<file path="src/sv/cau_pkg.sv">
// ----------------------------------------------------------------------------
// cau_pkg: shared types and constants of the complex arithmetic unit
// operation codes, per-stage control struct and width helpers
// ----------------------------------------------------------------------------
package cau_pkg;

   localparam int DATA_WIDTH_DEF = 16;
   localparam int FRAC_BITS_DEF  = 8;

   typedef enum logic [1:0] {
      CMD_ADD = 2'd0,
      CMD_SUB = 2'd1,
      CMD_MUL = 2'd2,
      CMD_DIV = 2'd3
   } cmd_type;

   // control that travels with each transaction through the divider stages
   typedef struct packed {
      cmd_type cmd;
      logic    div_zero;
      logic    neg_re;
      logic    neg_im;
      logic    big_re;
      logic    big_im;
   } ctl_type;

   // magnitude width: sum of two full products
   function automatic int mag_width(input int w);
      return 2 * w + 1;
   endfunction

   // remainder width: holds the scaled numerator and the divisor shifted by w+1
   function automatic int rem_width(input int w, input int f);
      int a;
      int b;
      a = 2 * w + 1 + f;
      b = 3 * w + 1;
      return ((a > b) ? a : b) + 1;
   endfunction

endpackage

</file>
<file path="src/sv/cau_norm.sv">
// ----------------------------------------------------------------------------
// cau_norm: sign/magnitude stage
// splits each part into sign and magnitude, scales numerators, flags zero
// divisors and quotients too large to represent
// ----------------------------------------------------------------------------
module cau_norm #(
   parameter int W = cau_pkg::DATA_WIDTH_DEF,
   parameter int F = cau_pkg::FRAC_BITS_DEF
) (
   input  logic                                     clock,
   input  logic                                     reset,
   input  logic                                     adv,
   input  logic                                     in_valid,
   input  cau_pkg::cmd_type                         in_cmd,
   input  logic signed [2*W:0]                      in_re,
   input  logic signed [2*W:0]                      in_im,
   input  logic [2*W-1:0]                           in_den,
   output logic                                     out_valid,
   output cau_pkg::ctl_type                         out_ctl,
   output logic [cau_pkg::rem_width(W, F)-1:0]      out_r_re,
   output logic [cau_pkg::rem_width(W, F)-1:0]      out_r_im,
   output logic [cau_pkg::mag_width(W)-1:0]         out_mag_re,
   output logic [cau_pkg::mag_width(W)-1:0]         out_mag_im,
   output logic [2*W-1:0]                           out_den
);

   localparam int MW = cau_pkg::mag_width(W);
   localparam int RW = cau_pkg::rem_width(W, F);

   logic [MW-1:0]    mag_re, mag_im;
   logic [RW-1:0]    num_re, num_im, den_top;
   cau_pkg::ctl_type ctl_in;

   logic             valid_ff;
   cau_pkg::ctl_type ctl_ff;
   logic [RW-1:0]    r_re_ff, r_im_ff;
   logic [MW-1:0]    mag_re_ff, mag_im_ff;
   logic [2*W-1:0]   den_ff;

   assign mag_re  = in_re[2*W] ? MW'(-in_re) : MW'(in_re);
   assign mag_im  = in_im[2*W] ? MW'(-in_im) : MW'(in_im);
   assign num_re  = RW'(mag_re) << F;
   assign num_im  = RW'(mag_im) << F;
   assign den_top = RW'(in_den) << (W + 1);

   always_comb begin
      ctl_in.cmd      = in_cmd;
      ctl_in.div_zero = (in_cmd == cau_pkg::CMD_DIV) && (in_den == '0);
      ctl_in.neg_re   = in_re[2*W];
      ctl_in.neg_im   = in_im[2*W];
      ctl_in.big_re   = num_re >= den_top;
      ctl_in.big_im   = num_im >= den_top;
   end

   always_ff @(posedge clock) begin
      if (reset) begin
         valid_ff <= 1'b0;
      end else if (adv) begin
         valid_ff <= in_valid;
      end
   end

   always_ff @(posedge clock) begin
      if (adv) begin
         ctl_ff    <= ctl_in;
         r_re_ff   <= num_re;
         r_im_ff   <= num_im;
         mag_re_ff <= mag_re;
         mag_im_ff <= mag_im;
         den_ff    <= in_den;
      end
   end

   assign out_valid  = valid_ff;
   assign out_ctl    = ctl_ff;
   assign out_r_re   = r_re_ff;
   assign out_r_im   = r_im_ff;
   assign out_mag_re = mag_re_ff;
   assign out_mag_im = mag_im_ff;
   assign out_den    = den_ff;

endmodule

</file>
<file path="config.mk">
export PLATFORM = sky130hd
export DESIGN_NAME = cau_norm
export DESIGN_NICKNAME = d
export VERILOG_FILES = /design/src/sv/cau_pkg.sv /design/src/sv/cau_norm.sv
export SDC_FILE = /design/constraint.sdc
export NUM_CORES = 1
export LEC_CHECK = 0
export ABC_AREA = 1
export BUFFER_PORTS_ARGS = -buffer_cell sky130_fd_sc_hd__buf_2
export CORE_MARGIN = 2
export CORE_UTILIZATION = 40
export DETAILED_ROUTE_END_ITERATION = 12
export GPL_ROUTABILITY_DRIVEN = 0
export PLACE_DENSITY = 0.68
export SLEW_MARGIN = 20
export SYNTH_ARGS = -nofsm -noshare
export SYNTH_HDL_FRONTEND = slang
export SYNTH_SLANG_ARGS = --single-unit
</file>
<file path="constraint.sdc">
create_clock -name clock -period 6.5 [get_ports clock]
set_input_delay 0.975 -clock clock [delete_from_list [all_inputs] [get_ports clock]]
set_output_delay 0.975 -clock clock [all_outputs]
set_load 0.1 [all_outputs]
</file>
==> out/metrics.yaml <==
synthesis.area_um2: 7477
max-slew-margin-rel_pct: 48.97
start_util_pct: 40.38
fp.dieH_um: 140.7
die-area_um2: 19800
num_vias: 6223
synthFlopType: "edfxtp_1"
final_antenna_net_count: 0
cts-root-buf: "clkbuf_16"
viasPerCell: 4.765
synth_top_family_by_area: "simple AND/OR/NAND/NOR gates"
synthXorXnorAreaFrac_pct: 5.120
worstPathMaxFanout: 5
combinationalPowerShare_pct: 45.3
ff2ff_path_depth: 2
final_nets: 1223
synth.area.top_cells: "edfxtp_1 (42%), buf_4 (10%), ha_1 (8.7%)"
clockBufferDepth: 2
critPathLaunchType: "input port"
core_area_um2: 18520
die_w_um: 140.7
h-tree-depth: 3
synthAdderAreaFrac_pct: 8.701
whs_path_depth: 2
cp_slowest_stage_delay_ns: 0.33
antenna_found_initial: 3
grt_use_total_pct: 20.27
clockPowerShare_pct: 22.7
cp_data_required_time_ns: 6.73
clk_pin_slew_ns: 0.07
hold_viol_final: 0
grt_pass1_wl_um: 30570
ctsHoldBuffers: 0
hold_path.class: "reg2reg"
final_common_cell: "buf_2"
finalSetupViolations: 0
grt_pass1_vias: 5715
power.density_nw_per_um2: 301.1
drtIter0Drc: 425
power.internal_uw: 1336
io_buffers: 275
seq_area_um2: 3173
final_cell_mix: "buf_2 (274), nand2_1 (161), edfxtp_1 (105)"
synth-seq-cells: 106
worstSetupPathType: "in2reg"
cp-end-kind: "register"
reg2reg_from: "out_valid"
yosysUniqueCellTypes: 40
ir_worst_vdd_uv: 138.4
synthMuxAreaShare_pct: 0.1339
layout.cells.non_filler: 1306
dp_hpwl_um: 16340
reg2reg_slack_ns: 5.92
p_leak_uw: 0.004272
hp-start: "out_valid"
pin_count: 310
hold_end: "out_valid"
max_freq_ghz: 0.3029
post-cts-setup-buffers: 0
fin_worst_skew_ns: 0
status: "completed"
yosys.area.top_type: "edfxtp_1"
synth_cells: 855
rsz0062_at_grt: "false"
ys_warn_count: 0
drive_gt1_share_pct: 31.06
dpl_cell_area_um2: 8491
async_flop_share_pct: 0
reg2reg_to: "out_valid"
antenna_cells: 0
placementRows: 50
final_cell_area_um2: 8815
maxCapViolations: 0
cts_buffers: 9
grt_overflow: 0
period_share_pct: 50.79
synth_edf_count: 105
synth.top_cell.area_share_pct: 42.17
cp-startpoint: "in_im[1]"
worstPathCellList: "buf_2 -> inv_1 -> ha_1 -> nand3_1 -> nor2_4 -> nand2_1 -> nor2_1 -> a21oi_1 -> xor2_1 -> ha_1 -> nand2_1 -> nor3_1 -> nand2_1 -> nor2_1 -> nand3_1 -> nor2_1 -> nand2_1 -> nand2_1"
yosysSeqAreaShare_pct: 42.44
routed_wl_um: 20300
wire_per_inst_um: 15.54
synth-compound-area-share_pct: 4.987
grt_start_max_net_pins: 59
dr.pass1.iters: 5
crit_arrival_ns: 3.53
cpMostUsedCell: "nand2_1"
post_cts_resized: 0
switchingPower_uw: 1319
clock_sinks: 106
p_seq_share_pct: 32.0
fillers: 1780
finalCriticalPeriod_ns: 3.302
area_delta_synth_final_pct: 17.89
cts_tree: "built"
cp_slowest_cell: "nor3_1"
drv_slew: 0
dp.cells: 1290
worstSkewPairLatency_ns: 0.35
finalSetupTns_ns: 0
yosys.area_share.simple_pct: 22.57
worst_pin_slew_ns: 0.7655
multi_input_area_um2: 3232
swShare_pct: 49.68
drc: 0
avgSynthCellArea_um2: 8.745
==> worst max path at each step <==
stage / slack, ns / to
detailed placement: 2.85 / out_ctl[0]
global route: 2.89 / out_ctl[0]
CTS: 3.22 / out_ctl[0]
floorplan: 3.40 / out_ctl[0]
finish: 3.20 / out_ctl[0]
global placement: 2.87 / out_ctl[0]
==> final cells by class <==
| type | instances | area share [%] |
|---|---|---|
| Clock inverter | 4 | 0.8801 |
| Clock buffer | 12 | 2.796 |
| Timing Repair Buffer | 276 | 15.73 |
| Multi-Input combinational cell | 566 | 36.66 |
| Inverter | 108 | 4.613 |
| Sequential cell | 106 | 36.00 |
| Tap cell | 234 | 3.322 |
==> layer usage <==
metal  global-route usage (%)  routed length (um)
met2                    33.99                9820
met4                    5.158                 324
met1                    26.54                8712
met3                    4.789                1405
met5                        0                  35
==> per-stage QoR <==
stage	hold WS, ns	total power, uW	setup WS [ns]	utilization, %
after global placement	0.4705	2063	2.868	45.85
final	0.4950	2654	3.198	47.60
after floorplan	0.9705	1932	3.404	-
after detailed placement	0.4833	2068	2.852	45.85
after global routing	0.5851	2759	2.889	47.60
after CTS	0.5008	2675	3.219	47.60
==> cells by family after synthesis <==
group,after synthesis
fa+ha+maj,52
flops,106
xor+xnor,42
other cells,1
buf+inv,216
simple gates,367
compound gates,70
mux,1
==> flip-flops by register name, indices dropped and copies added (netlist names) <==
name	count
out_mag_im	33
out_mag_re	33
out_den	32
out_ctl	7
out_valid	1
==> power groups by stage <==
stage          Combinational [uW]  Sequential [uW]  Clock, uW
6_report                     1200              848        604
5_1_grt                      1250              857        649
4_1_cts                      1210              850        619
3_5_place_dp                 1200              864          0
3_3_place_gp                 1200              864          0
2_1_floorplan                 625             1310          0
==> Yosys cell counts, types with 2 or more instances <==
library cell  instances
o21ai_2               2
nand3_1              41
nor2_2                7
buf_2                 7
xor2_1               32
nand3_4               2
nand4_1              17
nor3_1               16
buf_4               100
nand2_2               6
ha_1                 52
nor2_1               95
o21ai_1               3
edfxtp_1            105
a21o_1                2
or2_2                 2
xnor2_1               8
o211ai_1              2
xor2_2                2
nor2_4                8
inv_1               103
inv_2                 4
nand3_2               5
nand2_1             161
o21ai_0              21
a21oi_1              38
==> worst max-delay path: cells and delay by family <==
kind / cells / cell delay (ns)
buffers and inverters: 2 / 0.20
and+or+nand+nor: 12 / 1.45
adders and majority gates: 2 / 0.59
xor gates and xnor gates: 1 / 0.19
AOI/OAI and AO/OA: 1 / 0.12
No activity file was read; power rests on OpenSTA's default activity.
