===== config.mk =====
export PLATFORM = sky130hd
export DESIGN_NAME = cau_mult
export DESIGN_NICKNAME = d
export VERILOG_FILES = /design/src/sv/cau_pkg.sv /design/src/sv/cau_mult.sv
export SDC_FILE = /design/constraint.sdc
export NUM_CORES = 2
export LEC_CHECK = 0
export BUFFER_PORTS_ARGS = -buffer_cell sky130_fd_sc_hd__buf_2
export CAP_MARGIN = 0
export CORE_ASPECT_RATIO = 0.9
export CORE_MARGIN = 10
export CORE_UTILIZATION = 23
export DETAILED_ROUTE_END_ITERATION = 7
export SLEW_MARGIN = 20
export SYNTH_ARGS = -nofsm -noshare
export SYNTH_HDL_FRONTEND = slang
export SYNTH_SLANG_ARGS = --single-unit

===== constraint.sdc =====
create_clock -name clock -period 12.09 [get_ports clock]
set_clock_uncertainty 0.05 [all_clocks]
set_input_delay 2.418 -clock clock [delete_from_list [all_inputs] [get_ports clock]]
set_output_delay 2.418 -clock clock [all_outputs]
set_load 0.05 [all_outputs]

===== src/sv/cau_pkg.sv =====
// ----------------------------------------------------------------------------
// cau_pkg: shared types and constants of the complex arithmetic unit
// operation codes, per-stage control struct and width helpers
// ----------------------------------------------------------------------------
package cau_pkg;

   localparam int DATA_WIDTH_DEF = 16;
   localparam int FRAC_BITS_DEF  = 8;

   typedef enum logic [1:0] {
      CMD_ADD = 2'd0,
      CMD_SUB = 2'd1,
      CMD_MUL = 2'd2,
      CMD_DIV = 2'd3
   } cmd_type;

   // control that travels with each transaction through the divider stages
   typedef struct packed {
      cmd_type cmd;
      logic    div_zero;
      logic    neg_re;
      logic    neg_im;
      logic    big_re;
      logic    big_im;
   } ctl_type;

   // magnitude width: sum of two full products
   function automatic int mag_width(input int w);
      return 2 * w + 1;
   endfunction

   // remainder width: holds the scaled numerator and the divisor shifted by w+1
   function automatic int rem_width(input int w, input int f);
      int a;
      int b;
      a = 2 * w + 1 + f;
      b = 3 * w + 1;
      return ((a > b) ? a : b) + 1;
   endfunction

endpackage


===== src/sv/cau_mult.sv =====
// ----------------------------------------------------------------------------
// cau_mult: product and sum stages
// forms the four cross products and the squared divisor magnitude, then sums
// ----------------------------------------------------------------------------
module cau_mult #(
   parameter int W = cau_pkg::DATA_WIDTH_DEF
) (
   input  logic                clock,
   input  logic                reset,
   input  logic                adv,
   input  logic                in_valid,
   input  cau_pkg::cmd_type    in_cmd,
   input  logic signed [W-1:0] a_re,
   input  logic signed [W-1:0] a_im,
   input  logic signed [W-1:0] b_re,
   input  logic signed [W-1:0] b_im,
   output logic                sum_valid,
   output cau_pkg::cmd_type    sum_cmd,
   output logic signed [2*W:0] sum_re,
   output logic signed [2*W:0] sum_im,
   output logic [2*W-1:0]      sum_den
);

   logic signed [2*W-1:0] m_rr, m_ii, m_ri, m_ir, m_bb_r, m_bb_i;
   logic signed [2*W-1:0] x_ar, x_ai, x_br, x_bi;

   logic                  p_valid_ff;
   cau_pkg::cmd_type      p_cmd_ff;
   logic signed [2*W-1:0] t_re0_in, t_re1_in, t_im0_in, t_im1_in;
   logic signed [2*W-1:0] t_re0_ff, t_re1_ff, t_im0_ff, t_im1_ff;
   logic [2*W-1:0]        d0_ff, d1_ff;

   logic                  s_valid_ff;
   cau_pkg::cmd_type      s_cmd_ff;
   logic signed [2*W:0]   s_re_in, s_im_in, s_re_ff, s_im_ff;
   logic [2*W-1:0]        den_in, den_ff;

   assign m_rr   = a_re * b_re;
   assign m_ii   = a_im * b_im;
   assign m_ri   = a_re * b_im;
   assign m_ir   = a_im * b_re;
   assign m_bb_r = b_re * b_re;
   assign m_bb_i = b_im * b_im;

   assign x_ar = {{W{a_re[W-1]}}, a_re};
   assign x_ai = {{W{a_im[W-1]}}, a_im};
   assign x_br = {{W{b_re[W-1]}}, b_re};
   assign x_bi = {{W{b_im[W-1]}}, b_im};

   // pick the two terms of each part
   always_comb begin
      case (in_cmd)
         cau_pkg::CMD_ADD: begin
            t_re0_in = x_ar;  t_re1_in = x_br;
            t_im0_in = x_ai;  t_im1_in = x_bi;
         end
         cau_pkg::CMD_SUB: begin
            t_re0_in = x_ar;  t_re1_in = -x_br;
            t_im0_in = x_ai;  t_im1_in = -x_bi;
         end
         cau_pkg::CMD_MUL: begin
            t_re0_in = m_rr;  t_re1_in = -m_ii;
            t_im0_in = m_ri;  t_im1_in = m_ir;
         end
         default: begin
            t_re0_in = m_rr;  t_re1_in = m_ii;
            t_im0_in = m_ir;  t_im1_in = -m_ri;
         end
      endcase
   end

   assign s_re_in = {t_re0_ff[2*W-1], t_re0_ff} + {t_re1_ff[2*W-1], t_re1_ff};
   assign s_im_in = {t_im0_ff[2*W-1], t_im0_ff} + {t_im1_ff[2*W-1], t_im1_ff};
   assign den_in  = d0_ff + d1_ff;

   always_ff @(posedge clock) begin
      if (reset) begin
         p_valid_ff <= 1'b0;
         s_valid_ff <= 1'b0;
      end else if (adv) begin
         p_valid_ff <= in_valid;
         s_valid_ff <= p_valid_ff;
      end
   end

   always_ff @(posedge clock) begin
      if (adv) begin
         p_cmd_ff <= in_cmd;
         t_re0_ff <= t_re0_in;
         t_re1_ff <= t_re1_in;
         t_im0_ff <= t_im0_in;
         t_im1_ff <= t_im1_in;
         d0_ff    <= m_bb_r;
         d1_ff    <= m_bb_i;
         s_cmd_ff <= p_cmd_ff;
         s_re_ff  <= s_re_in;
         s_im_ff  <= s_im_in;
         den_ff   <= den_in;
      end
   end

   assign sum_valid = s_valid_ff;
   assign sum_cmd   = s_cmd_ff;
   assign sum_re    = s_re_ff;
   assign sum_im    = s_im_ff;
   assign sum_den   = den_ff;

endmodule


==> results.txt <==
via/cell ratio - 4.36
critical setup path kind - in -> reg
vias in the first global route - 56,300
fin crit period - 9.88 ns
worst slew pin tran - 1.15 ns
Post-Syn Nets - 10,100
Worst Path Required - 12.44 ns
ys flop type - edfxtp_1
Clk pin slew, worst setup/hold paths - 0.06 ns
H-tree levels - 2
clk buf depth - 3
die area - 344,000 um^2
CP max stage delay - 0.87 ns
# clock sinks - 294
core area - 320,000 um^2
Final Hold Fails - 0
synth cell count leaders - 1,809 x inv_1, 1,529 x fa_1, 874 x nand2_1, 606 x ha_1, 479 x and2_1
Die Ht - 558 um
syn avg cell area - 9.40 um^2
slowest CP cell - fa_1
first-pass GRT wire length - 342 mm
ys async rst share - 0%
Layout fillers - 34,500
min-delay worst type - reg -> reg
Yosys reg bits - 294
worst path cell trace - buf_2 -> nand2_1 -> inv_1 -> fa_1 -> fa_1 -> inv_1 -> fa_1 -> fa_1 -> fa_1 -> fa_1 -> inv_1 -> ha_1 -> a21oi_1 -> o22ai_1 -> o21a_1 -> nor2_1 -> a31oi_1 -> nand2b_1 -> a31oi_1 -> xor2_1 -> nand4_1 -> xnor2_1 -> mux4_2
CTS tree - yes
pin count of the biggest net entering global routing - 68
FF+latch area - 8810 um^2
layout cells sized above 1 - 5.24%
DIE WIDTH - 617 um
area delta synth->final - 9.75%
Synth area leader - fa_1
Tcrit/Tclk final - 81.7%
post-CTS sizing - 0
setup violators final - 0
Multi-input gate area - 57,000 um^2
synthesized instance count - 7,857
DR iter-0 viols - 3,600
setup_tns - 0 ns
Post-Route WL - 217 mm
Slew Limit Fails - 0
clock root cell - clkbuf_16
initial core utilization - 23.1%
Syn. warnings - 0
Top Ports - 171
nature of the critical path endpoint - flop
most frequent CP cell - fa_1
Max-Cap Viols - 0
sequential fraction of the synthesis area - 11.9%
GP Congestion - 0.897
count leader, synth - inv_1
fmax - 0.101 GHz
critical path arrival - 10.23 ns
Netlist Area Pre-Place - 73,900 um^2
Post-CTS Setup Bufs - 0
initial antenna violation count - 41
status - finished clean
top post-synthesis cells by area - fa_1 41%, edfxtp_1 12%, ha_1 10%
clock latency at the later pin of the worst-skew pair - 0.66 ns
post-synth top area share - 41.4%
Post-route DRC - 0
Rows - 197
DR pass1 iterations - 6
Final nets - 10,100
total track usage - 12.8%
TritonCTS buffer count - 42
number of buffers added on ports - 170
Routed WL per cell - 17.8 um
EDFF count, synth - 292
HPWL after DPL - 176 mm
Post-CTS Hold Buffers - 0
grt ovf - 0
ANT nets after route - 0
Critical Path Fanout Max - 34
Netlist cell types - 90
startpoint types - input port
worst relative slew slack - 22.9%
Vias - 53,000
RSZ-0062 raised after global routing - false
-- per-stage QoR --
step                hold slack (ns)  utilization (%)  cell area [um^2]  setup WS [ns]  cells
finish                        0.365             25.3             81100           2.21  12200
global route                  0.388             25.3             81100           1.74  12200
CTS                           0.365             25.3             81000           2.28  12200
detailed placement            0.355             24.9             79600           1.59  12100
global placement              0.353             24.9             79600           1.66  12100
floorplan                     0.350                -             73900           2.51   7857
-- worst paths after layout --
check / startpoint / endpoint / slack [ns] / depth (start not counted)
setup / recovery: b_im[1] / t_im1_ff[31] / 2.21 / 23
hold / removal: p_cmd_ff[0] / sum_cmd[0] / 0.36 / 0
setup reg to reg: t_re0_ff[0] / sum_re[26] / 7.55 / 15
hold reg to reg: p_cmd_ff[0] / sum_cmd[0] / 0.36 / 0
-- routing by layer --
layer  GRT usage [%]  routed length [um]  vias up
met1            17.0               92800    27100
met5               0                  66        -
met2            21.3              102000     1664
met4            4.02                7900       10
li1                -                   -    23900
met3            2.10               14500      327
-- critical path: cells and delay by family --
kind | cells | cell delay (ns)
AOI/OAI and AO/OA | 5 | 0.95
xor gates and xnor gates | 2 | 0.69
adders and majority gates | 7 | 3.69
buffers and inverters | 4 | 1.14
muxes | 1 | 0.45
and+or+nand+nor | 4 | 0.80
-- final cells by class --
cell class                      instances  area share [%]
Multi-Input combinational cell       5411            70.3
Sequential cell                       294            10.9
Inverter                             1824            8.45
Tap cell                             4278            6.60
Timing Repair Buffer                  274            2.05
Clock buffer                           48            1.32
Clock inverter                         29           0.411
Antenna cell                            7          0.0216
-- state kept, by name (all words and copies together) (netlist names) --
signal	cells
sum_im	33
sum_re	33
sum_den	32
t_im0_ff	32
t_im1_ff	32
t_re0_ff	32
t_re1_ff	32
d0_ff	31
d1_ff	31
p_cmd_ff	2
sum_cmd	2
p_valid_ff	1
sum_valid	1
-- layout by cell type, fill, tap and decap left out, types with 16 or more instances in the layout --
cell type / instances
a21o_1: 85
a21oi_1: 281
a31oi_1: 40
and2_1: 479
and3_1: 24
buf_2: 167
buf_4: 105
clkbuf_16: 42
clkinv_1: 17
edfxtp_1: 292
fa_1: 1529
ha_1: 606
inv_1: 1809
mux2_2: 18
mux2i_1: 16
nand2_1: 874
nand2b_1: 97
nand3_1: 55
nand4_1: 18
nor2_1: 304
nor2b_1: 35
nor3_1: 74
nor4_1: 16
o211ai_1: 26
o21a_1: 42
o21ai_0: 143
o21ai_1: 19
o21bai_1: 35
o31ai_1: 19
or3_1: 20
xnor2_1: 265
xor2_1: 98
-- logic make-up (layout without fill, tap and decap cells) --
| group | count (synthesis) | count (layout) | synth area share (%) |
|---|---|---|---|
| flops | 294 | 294 | 11.9 |
| other cells | 0 | 7 | 0 |
| compound gates | 825 | 825 | 7.16 |
| fa+ha+maj | 2135 | 2135 | 51.7 |
| xor+xnor | 364 | 364 | 4.33 |
| buf+inv | 2152 | 2175 | 10.9 |
| mux | 38 | 38 | 0.613 |
| simple gates | 2049 | 2049 | 13.3 |
Power is not shown: default switching activity piles up to over one toggle a cycle in this logic, so the estimate is an artifact.
