## src/sv/cau_pkg.sv

```systemverilog
// ----------------------------------------------------------------------------
// cau_pkg: shared types and constants of the complex arithmetic unit
// operation codes, per-stage control struct and width helpers
// ----------------------------------------------------------------------------
package cau_pkg;

   localparam int DATA_WIDTH_DEF = 16;
   localparam int FRAC_BITS_DEF  = 8;

   typedef enum logic [1:0] {
      CMD_ADD = 2'd0,
      CMD_SUB = 2'd1,
      CMD_MUL = 2'd2,
      CMD_DIV = 2'd3
   } cmd_type;

   // control that travels with each transaction through the divider stages
   typedef struct packed {
      cmd_type cmd;
      logic    div_zero;
      logic    neg_re;
      logic    neg_im;
      logic    big_re;
      logic    big_im;
   } ctl_type;

   // magnitude width: sum of two full products
   function automatic int mag_width(input int w);
      return 2 * w + 1;
   endfunction

   // remainder width: holds the scaled numerator and the divisor shifted by w+1
   function automatic int rem_width(input int w, input int f);
      int a;
      int b;
      a = 2 * w + 1 + f;
      b = 3 * w + 1;
      return ((a > b) ? a : b) + 1;
   endfunction

endpackage

```

## src/sv/cau_sat.sv

```systemverilog
// ----------------------------------------------------------------------------
// cau_sat: result select and saturation stage
// picks the magnitude per operation, saturates, drives the output register
// ----------------------------------------------------------------------------
module cau_sat #(
   parameter int W = cau_pkg::DATA_WIDTH_DEF,
   parameter int F = cau_pkg::FRAC_BITS_DEF
) (
   input  logic                             clock,
   input  logic                             reset,
   input  logic                             adv,
   input  logic                             in_valid,
   input  cau_pkg::ctl_type                 in_ctl,
   input  logic [W:0]                       in_q_re,
   input  logic [W:0]                       in_q_im,
   input  logic [cau_pkg::mag_width(W)-1:0] in_mag_re,
   input  logic [cau_pkg::mag_width(W)-1:0] in_mag_im,
   output logic                             out_valid,
   output logic signed [W-1:0]              out_re,
   output logic signed [W-1:0]              out_im,
   output logic                             out_overflow,
   output logic                             out_div_zero
);

   localparam int MW = cau_pkg::mag_width(W);
   localparam logic [MW-1:0] POS_MAX = {{(W + 2){1'b0}}, {(W - 1){1'b1}}};
   localparam logic [MW-1:0] NEG_MAG = POS_MAX + MW'(1);
   localparam logic [MW-1:0] CAP     = MW'(1) << W;

   logic [MW-1:0]       sel_re, sel_im;
   logic [W:0]          sat_re, sat_im;

   logic                valid_ff;
   logic signed [W-1:0] re_ff, im_ff;
   logic                ovf_ff, dz_ff;

   // returns {overflow, value}
   function automatic logic [W:0] saturate(input logic neg, input logic [MW-1:0] m);
      logic [MW-1:0] neg_m;
      neg_m = '0 - m;
      if (!neg) begin
         saturate = (m > POS_MAX) ? {1'b1, POS_MAX[W-1:0]} : {1'b0, m[W-1:0]};
      end else begin
         saturate = (m > NEG_MAG) ? {1'b1, 1'b1, {(W - 1){1'b0}}}
                                  : {1'b0, neg_m[W-1:0]};
      end
   endfunction

   always_comb begin
      case (in_ctl.cmd)
         cau_pkg::CMD_ADD, cau_pkg::CMD_SUB: begin
            sel_re = in_mag_re;
            sel_im = in_mag_im;
         end
         cau_pkg::CMD_MUL: begin
            sel_re = in_mag_re >> F;
            sel_im = in_mag_im >> F;
         end
         default: begin
            sel_re = in_ctl.big_re ? CAP : MW'(in_q_re);
            sel_im = in_ctl.big_im ? CAP : MW'(in_q_im);
         end
      endcase
   end

   assign sat_re = saturate(in_ctl.neg_re, sel_re);
   assign sat_im = saturate(in_ctl.neg_im, sel_im);

   always_ff @(posedge clock) begin
      if (reset) begin
         valid_ff <= 1'b0;
      end else if (adv) begin
         valid_ff <= in_valid;
      end
   end

   always_ff @(posedge clock) begin
      if (adv) begin
         if (in_ctl.div_zero) begin
            re_ff  <= '0;
            im_ff  <= '0;
            ovf_ff <= 1'b0;
         end else begin
            re_ff  <= sat_re[W-1:0];
            im_ff  <= sat_im[W-1:0];
            ovf_ff <= sat_re[W] | sat_im[W];
         end
         dz_ff <= in_ctl.div_zero;
      end
   end

   assign out_valid    = valid_ff;
   assign out_re       = re_ff;
   assign out_im       = im_ff;
   assign out_overflow = ovf_ff;
   assign out_div_zero = dz_ff;

endmodule

```

## config.mk

```make
export PLATFORM = sky130hd
export DESIGN_NAME = cau_sat
export DESIGN_NICKNAME = d
export VERILOG_FILES = /design/src/sv/cau_pkg.sv /design/src/sv/cau_sat.sv
export SDC_FILE = /design/constraint.sdc
export NUM_CORES = 1
export LEC_CHECK = 0
export BUFFER_PORTS_ARGS = -buffer_cell sky130_fd_sc_hd__clkbuf_2
export CAP_MARGIN = 20
export CORE_MARGIN = 2
export CORE_UTILIZATION = 55
export CTS_BUF_LIST = sky130_fd_sc_hd__clkbuf_4
export DETAILED_ROUTE_END_ITERATION = 10
export PLACE_DENSITY = 0.95
export SLEW_MARGIN = 20
export SYNTH_ARGS = -nofsm -noshare
export SYNTH_HDL_FRONTEND = slang
export SYNTH_SLANG_ARGS = --single-unit
```

## constraint.sdc

```tcl
create_clock -name clock -period 8.5 [get_ports clock]
set_clock_uncertainty 0.1 [all_clocks]
set_input_delay 0 -clock clock [delete_from_list [all_inputs] [get_ports clock]]
set_output_delay 0 -clock clock [all_outputs]
set_load 0.05 [all_outputs]
```

==> out/qor.csv, run 1 <==
metric,value,unit
status,"complete, no violations",
Syn Inst Count,459,
Ys Warns,0,
"EDFF count, synth",34,
Initial Utilization,56.2,%
nets,698,
ranking of synthesized cells by area,"edfxtp_1 27%, a31oi_1 6.5%, nor2_1 6.2%",
worst hold path type,in -> reg,
Hold EP,out_re[8],
Pwr Density,117,nW/um^2
drt initial violations,568,
Synth Register Bits,35,
Tot Pwr,521,uW
share of layout cells above drive strength 1,33.1,%
Met1 Routed Length,4.78,mm
hold path cells,4,
setup TNS,0,ns
worst path arrival time,3.57,ns
CP Max Fanout,81,
DRC Markers,0,
row count,30,
WL met3,991,um
CTS root buffer,clkbuf_4,
largest net degree at the start of global routing,82,
dpl cell area,4390,um^2
port bufs,145,
critical path endpoint category,register,
die area,7500,um^2
gpl congestion,0.940,
gr ovfl total,0,
Avg Inst Size Synth,8.18,um^2
FF-to-FF path depth,3,
clock slew at reported path FFs,0.09,ns
final setup fails,0,
fin crit share,41.8,%
Inserted Diodes,0,
Final Critical Period,3.55,ns
Leak,0.00179,uW
most frequent cells after synthesis,"62 x nor2_1, 39 x a31oi_1, 34 x edfxtp_1, 32 x nand2b_1, 30 x nand3b_1",
"Data required, critical path",8.52,ns
Routed Antenna Nets,0,
area used by multi-input combinational logic,2440,um^2
r2r endpoint,out_valid,
Reg2Reg Setup Slack,7.25,ns
chip height,86.6,um
RSZ-0062 raised after global routing,false,
share of the synthesized area in the top cell type,27.2,%
Total Routing Usage GR,28.3,%
Post-DP HPWL,8.23,mm
DR WL met2,4.73,mm
Worst-Margin Slew,0.847,ns
Peak VDD IR,0.0543,mV
I/O pin count,146,
Filler Cell Count,592,
dominant cell type by area after synthesis,edfxtp_1,
Detailed Routing Iterations Pass 1,7,
final worst slack,4.95,ns
ys async rst share,0,%
FMAX,281,MHz
Reg area,1040,um^2
drt via density,6.21,
Worst-Skew Late Latency,0.31,ns
MaxCap Viol Count,0,
post-synthesis sequential area ratio,27.7,%
DR vias,4118,
DP Worst Slack,4.71,ns
CTS H-tree lvls,2,
worst r2r src,out_valid,
Clock Sinks,35,
area growth from synthesis to layout,18.6,%
share of the core filled with cells,66.6,%
Synth cell types,64,
CTS tree,done,
endpoints failing hold,0,
vias in the first global route,3632,
DR WL/cell,16.0,um
top sig layer,met4,
Slew HR,43.5,%
WL final,10.6,mm
antenna violations before repair,0,
Core Area,6680,um^2
syn_nets,574,
CTS Buf Count,5,
CP Class,in -> reg,
Slew Limit Fails,0,
Hold Crit Start,in_q_re[8],
dominant synthesized flop cell,edfxtp_1,
Mapped Area,3750,um^2
first-pass GRT wire length,17.4,mm
CTS Buffer Depth,2,
design area,4450,um^2
crit start category,input port,
most common cell in the synthesized netlist,nor2_1,
chip width,86.6,um
-- cell usage in the layout (no fill, tap or decap), types with 4 or more instances in the layout --
cell type / Yosys / routed
edfxtp_1: 34 / 34
clkbuf_4: 0 / 5
nand4_1: 10 / 10
nand3b_1: 30 / 30
nand3_1: 24 / 24
inv_1: 11 / 11
clkbuf_2: 1 / 145
o21ai_0: 13 / 13
nor2_1: 62 / 62
ha_1: 4 / 4
nor4_2: 5 / 5
nand2_1: 25 / 25
a31oi_1: 39 / 39
a31o_2: 17 / 17
buf_4: 5 / 4
nor4_1: 11 / 11
nand2b_1: 32 / 32
nor3_1: 10 / 10
a21o_1: 4 / 4
xnor2_1: 6 / 6
o31ai_1: 5 / 5
a21oi_1: 21 / 21
-- where the power goes --
group          total (uW)  internal, uW  switching (uW)
Combinational         234          74.6             159
Sequential            210           206            3.75
Clock                78.0          29.3            48.7
Total                 521           310             212
-- worst max path at each step --
| stage | start | end | slack [ns] | cells past startpoint |
|---|---|---|---|---|
| after floorplan | in_ctl[6] | out_overflow | 5.67 | 15 |
| after global placement | in_ctl[6] | out_re[6] | 4.88 | 11 |
| after detailed placement | in_ctl[6] | out_re[12] | 4.71 | 11 |
| after CTS | in_ctl[6] | out_re[12] | 5.03 | 11 |
| after global routing | in_ctl[6] | out_re[12] | 4.65 | 11 |
| final | in_ctl[6] | out_re[12] | 4.95 | 11 |
-- cell families after synthesis --
family | Yosys count | synth area share, %
muxes | 5 | 1.40
AOI/OAI and AO/OA | 126 | 24.1
xor gates and xnor gates | 9 | 2.10
buffers and inverters | 46 | 7.17
and+or+nand+nor | 234 | 36.1
adders and majority gates | 4 | 1.33
DFF | 35 | 27.7
-- through the flow --
stage	hold slack (ns)	std cells
finish	0.167	663
global route	0.149	663
CTS	0.144	663
detailed placement	0.0657	654
global placement	0.0619	654
floorplan	-0.0276	459
-- sequential cells by signal (all words and copies together) (netlist names) --
| signal | flops |
|---|---|
| out_valid | 1 |
| out_im | 16 |
| out_re | 16 |
| out_overflow | 1 |
| out_div_zero | 1 |
-- critical path, stage by stage --
cell	delay, ns
clkbuf_2	0.08
buf_4	0.56
a31oi_1	0.37
inv_1	0.16
ha_1	0.24
inv_1	0.09
nor4b_4	0.40
nand4_1	0.21
o21ai_1	0.68
a21oi_1	0.38
a2111oi_2	0.36
-- metal layers --
metal	up-vias	GRT usage (%)
li1	2007	-
met1	1853	42.5
met2	245	43.4
met3	13	3.52
met4	0	6.96
met5	-	0
-- repair_timing --
item | in CTS | in global routing
gates resized for setup | 0 | 0
hold endpoints to repair | 1 | 0
hold buffers | 2 | 0
setup buffers | 0 | 0
endpoints found under the setup margin | 0 | 0
-- cell type report --
cell class / count / area share [%]
Multi-Input combinational cell: 378 / 54.9
Clock inverter: 2 / 0.197
Tap cell: 80 / 2.25
Timing Repair Buffer: 151 / 17.4
Clock buffer: 5 / 0.843
Inverter: 12 / 1.01
Sequential cell: 35 / 23.4
No activity file was read; power rests on OpenSTA's default activity.
==> inputs of run 2 (changes only) <==
--- a/config.mk
+++ b/config.mk
@@ -8,10 +8,10 @@
 export BUFFER_PORTS_ARGS = -buffer_cell sky130_fd_sc_hd__clkbuf_2
 export CAP_MARGIN = 20
 export CORE_MARGIN = 2
-export CORE_UTILIZATION = 55
+export CORE_UTILIZATION = 46
 export CTS_BUF_LIST = sky130_fd_sc_hd__clkbuf_4
 export DETAILED_ROUTE_END_ITERATION = 10
-export PLACE_DENSITY = 0.95
+export PLACE_DENSITY = 0.85
 export SLEW_MARGIN = 20
 export SYNTH_ARGS = -nofsm -noshare
 export SYNTH_HDL_FRONTEND = slang
==> constraint.sdc (replaced) <==
create_clock -name clock -period 3.2 [get_ports clock]
set_clock_uncertainty 0.1 [all_clocks]
set_input_delay 0 -clock clock [delete_from_list [all_inputs] [get_ports clock]]
set_output_delay 0 -clock clock [all_outputs]
set_load 0.05 [all_outputs]
==> run 2 against run 1 <==
Compared with the run above:
- via count is 1.1% higher
- utilization is 6.7 points lower
- flip-flop and latch count stayed put
- power grew to 2.9 times the previous value
- global-route usage is 3.2 points lower
- critical path type unchanged
- largest cell class unchanged
==> out/qor.csv, run 2 (synthesized netlist as in run 1, its figures left out) <==
metric,value,unit
status,"complete, no violations",
Post-DP HPWL,9.00,mm
Crit-path slowest cell,or4_4,
Max stage delay on crit path,0.53,ns
worst path buffer plus inverter count,4,
share of the core filled with cells,59.9,%
r2r endpoint,out_valid,
MaxCap Viol Count,0,
WL final,11.2,mm
Worst-Margin Slew,0.812,ns
Tot Pwr,1510,uW
Reg2Reg Setup Slack,1.94,ns
FMAX,378,MHz
first-pass GRT wire length,18.1,mm
Pwr Density,323,nW/um^2
final setup fails,0,
CP Max Fanout,17,
Core Area,7810,um^2
RSZ-0062 raised after global routing,false,
worst path arrival time,2.69,ns
Top delay family on crit path,simple AND/OR/NAND/NOR gates,
Total Routing Usage GR,25.2,%
Slew Limit Fails,0,
setup TNS,0,ns
I/O pin count,146,
worst r2r src,out_valid,
Initial Utilization,48.1,%
Worst Setup SP,in_ctl[5],
FF-to-FF path depth,3,
clock slew at reported path FFs,0.10,ns
Hold WS,0.152,ns
nets,720,
fin cells,708,
"commonest non-fill, non-tap cell in the layout",clkbuf_2,
chip width,94.3,um
CP Cell Sequence,"clkbuf_2, buf_4, nand2b_1, a31oi_1, inv_1, ha_1, nand2_1, or4_4, o21ai_4, buf_4, nand3_1, a221oi_2",
Inserted Diodes,0,
most frequent cells in the layout,"145 x clkbuf_2, 62 x nor2_1, 39 x a31oi_1",
Clock Sinks,35,
endpoints failing hold,0,
drt via density,5.88,
DRC Markers,0,
port bufs,145,
row count,32,
critical path endpoint category,register,
"most used cell, CP",buf_4,
chip height,94.3,um
Worst Setup EP,out_im[1],
worst hold path type,in -> reg,
post_cts resized,0,
CTS tree,done,
Routed Antenna Nets,0,
CP Depth,12,
Detailed Routing Iterations Pass 1,5,
CTS Buffer Depth,2,
DR WL/cell,15.8,um
Inst Count DP,698,
die area,8900,um^2
Peak VDD IR,0.157,mV
CP Class,in -> reg,
largest net degree at the start of global routing,36,
CTS Buf Count,5,
DR vias,4165,
drt initial violations,411,
antenna violations before repair,0,
vias in the first global route,3732,
crit start category,input port,
fin crit share,82.7,%
Worst-Skew Late Latency,0.32,ns
share of layout cells above drive strength 1,35.8,%
CTS H-tree lvls,2,
area growth from synthesis to layout,24.7,%
Leak,0.00191,uW
"Data required, critical path",3.25,ns
gpl congestion,1.02,
Slew HR,45.9,%
Final Critical Period,2.65,ns
CTS root buffer,clkbuf_4,
gr ovfl total,0,
-- run 2: cell count changes in the layout (fill, tap and decap cells not counted) --
cell and delta:
clkinv_1 -1, buf_4 +22, clkinv_4 +1, bufinv_16 +1
-- run 2: how the worst min path moves through the flow --
stage,end,cells past startpoint,from
2_1_floorplan,out_valid,1,reset
3_3_place_gp,out_valid,2,reset
3_5_place_dp,out_valid,2,reset
4_1_cts,out_re[8],4,in_q_re[8]
5_1_grt,out_re[8],4,in_mag_re[8]
6_report,out_re[8],4,in_mag_re[8]
-- run 2: layout make-up --
class,instances,area (um^2)
inverters,12,45.0
flip-flops and latches,35,1040
repair buffers,173,941
clock inverters,3,43.8
fillers,736,3130
clock buffers,5,37.5
multi-input cells,378,2440
well taps,102,128
-- run 2: repair_timing --
action	in CTS	in global routing
hold buffers	2	0
setup buffers	0	0
endpoints found under the hold margin	1	0
-- run 2: per-layer routing --
| layer | part of all wire (%) | GRT usage (%) |
|---|---|---|
| met5 | 0 | 0 |
| met4 | 1.3 | 6.04 |
| met3 | 7.0 | 1.60 |
| met2 | 45 | 39.1 |
| met1 | 47 | 38.3 |
-- run 2: tightest hold or removal path: cells and delay by family --
family / cells / cell delay (ns)
compound gates: 2 / 0.21
simple gates: 1 / 0.12
buf+inv: 1 / 0.09
-- run 2: report_power, final --
part           internal (uW)  total [uW]  switching, uW  leakage [uW]
Clock                    164         304            139     0.0000452
Combinational            223         653            429       0.00153
Sequential               547         557           10.1      0.000336
Total                    935        1510            579       0.00191
-- run 2: stage by stage --
| step | area, um^2 | setup slack, ns |
|---|---|---|
| 3_3_place_gp | 4580 | 0.395 |
| 5_1_grt | 4680 | 0.388 |
| 4_1_cts | 4680 | 0.605 |
| 3_5_place_dp | 4580 | 0.257 |
| 6_report | 4680 | 0.554 |
| 2_1_floorplan | 3750 | 0.366 |
==> inputs of run 3 (changes only) <==
==> constraint.sdc (replaced) <==
create_clock -name clock -period 2.2 [get_ports clock]
set_clock_uncertainty 0.1 [all_clocks]
set_input_delay 0 -clock clock [delete_from_list [all_inputs] [get_ports clock]]
set_output_delay 0 -clock clock [all_outputs]
set_load 0.05 [all_outputs]
==> run 3 against run 2 <==
Compared with the run above:
- combinational power is 72% higher
- first-iteration DRC count shrank 15%
- non-clock buffer count rose by 71
- clock power grew 13%
- largest cell class unchanged
==> out/qor.csv, run 3 (synthesized netlist as in run 1, its figures left out) <==
metric,value,unit
first-pass GRT wire length,19.3,mm
crit start category,input port,
Leak,0.00228,uW
area growth from synthesis to layout,42.1,%
Worst-Margin Slew,0.820,ns
Final Critical Period,2.10,ns
Initial Utilization,48.1,%
drt via density,5.82,
row count,32,
final setup fails,0,
status,"complete, no violations",
die area,8900,um^2
MaxCap Viol Count,0,
endpoints failing hold,0,
FMAX,476,MHz
Core Area,7810,um^2
Slew Limit Fails,0,
chip height,94.3,um
Detailed Routing Iterations Pass 1,5,
"Data required, critical path",2.21,ns
RSZ-0062 raised after global routing,true,
Clock Sinks,35,
CTS Buffer Depth,2,
Inst Count DP,768,
chip width,94.3,um
I/O pin count,146,
Filler Cell Count,643,
CTS Buf Count,5,
Post-DP HPWL,9.67,mm
CTS root buffer,clkbuf_4,
DRC Markers,0,
CTS tree,done,
Worst-Skew Late Latency,0.31,ns
antenna violations before repair,0,
nets,791,
top sig layer,met4,
worst hold path type,in -> reg,
DR WL met2,5.52,mm
Pwr Density,425,nW/um^2
gr ovfl total,0,
Peak VDD IR,0.227,mV
Slew HR,45.4,%
critical path endpoint category,register,
largest net degree at the start of global routing,45,
Inserted Diodes,0,
"commonest non-fill, non-tap cell in the layout",clkbuf_2,
CP Max Fanout,44,
drt initial violations,349,
gpl congestion,1.01,
port bufs,145,
Met1 Routed Length,5.23,mm
design area,5340,um^2
vias in the first global route,4234,
DR WL/cell,15.3,um
fin crit share,95.4,%
worst path arrival time,2.11,ns
CP Class,in -> reg,
share of layout cells above drive strength 1,44.8,%
DR vias,4531,
clock slew at reported path FFs,0.09,ns
WL met3,1.01,mm
Total Routing Usage GR,26.7,%
WL final,11.9,mm
most frequent cells in the layout,"145 x clkbuf_2, 94 x buf_4, 60 x nor2_1",
fin cells,779,
dpl cell area,5210,um^2
Routed Antenna Nets,0,
CTS H-tree lvls,2,
run 3: critical path: stages:
cell	delay [ns]
clkbuf_2	0.13
buf_12	0.20
nand2b_1	0.17
a31oi_4	0.10
inv_2	0.09
ha_4	0.14
inv_2	0.04
nor4b_4	0.23
nand4_1	0.20
o21ai_2	0.24
a21oi_1	0.20
a2111oi_2	0.35
run 3: path summary, 6_finish.rpt:
check / cells after the start / startpoint / end / slack [ns]
hold / removal: 1 / in_ctl[4] / out_div_zero / 0.08
setup / recovery: 12 / in_ctl[5] / out_re[12] / 0.10
hold reg to reg: 3 / out_valid / out_valid / 0.99
setup reg to reg: 3 / out_valid / out_valid / 0.93
run 3: per-layer routing:
metal  up-vias  GRT usage, %
li1       2184             -
met1      2082          37.7
met2       251          43.6
met3        14          3.27
met4         0          7.25
met5         -             0
run 3: area by class of cell:
cell class	count	area (um^2)	share of cell area [%]
Multi-Input combinational cell	378	2550	47.8
Timing Repair Buffer	244	1510	28.3
Sequential cell	35	1040	19.5
Tap cell	102	128	2.39
Clock buffer	7	52.6	0.985
Inverter	12	45.0	0.844
Clock inverter	1	5.00	0.0938
run 3: power breakdown:
part	total, uW	switching (uW)	internal (uW)
clock	342	193	149
sequential	809	13.8	796
combinational	1120	671	445
total	2270	878	1390
run 3: through the flow:
stage | power [uW] | setup slack (ns) | TNS (ns) | util, % | hold WS (ns)
after CTS | 2260 | 0.0475 | 0 | 67.8 | 0.0651
after global routing | 2390 | -0.0251 | -0.0678 | 68.3 | 0.0928
after global placement | 1890 | -0.206 | -3.19 | 66.8 | 0.0573
final | 2270 | 0.101 | 0 | 68.3 | 0.0826
after floorplan | 1490 | -0.258 | -1.95 | - | -0.0276
after detailed placement | 1910 | -0.274 | -5.35 | 66.8 | 0.0587
run 3: timing repair:
item,CTS,global route
setup buffers,0,1
resized for setup,0,8
endpoints found under the hold margin,1,0
setup endpoints to repair,0,21
hold buffers,2,0
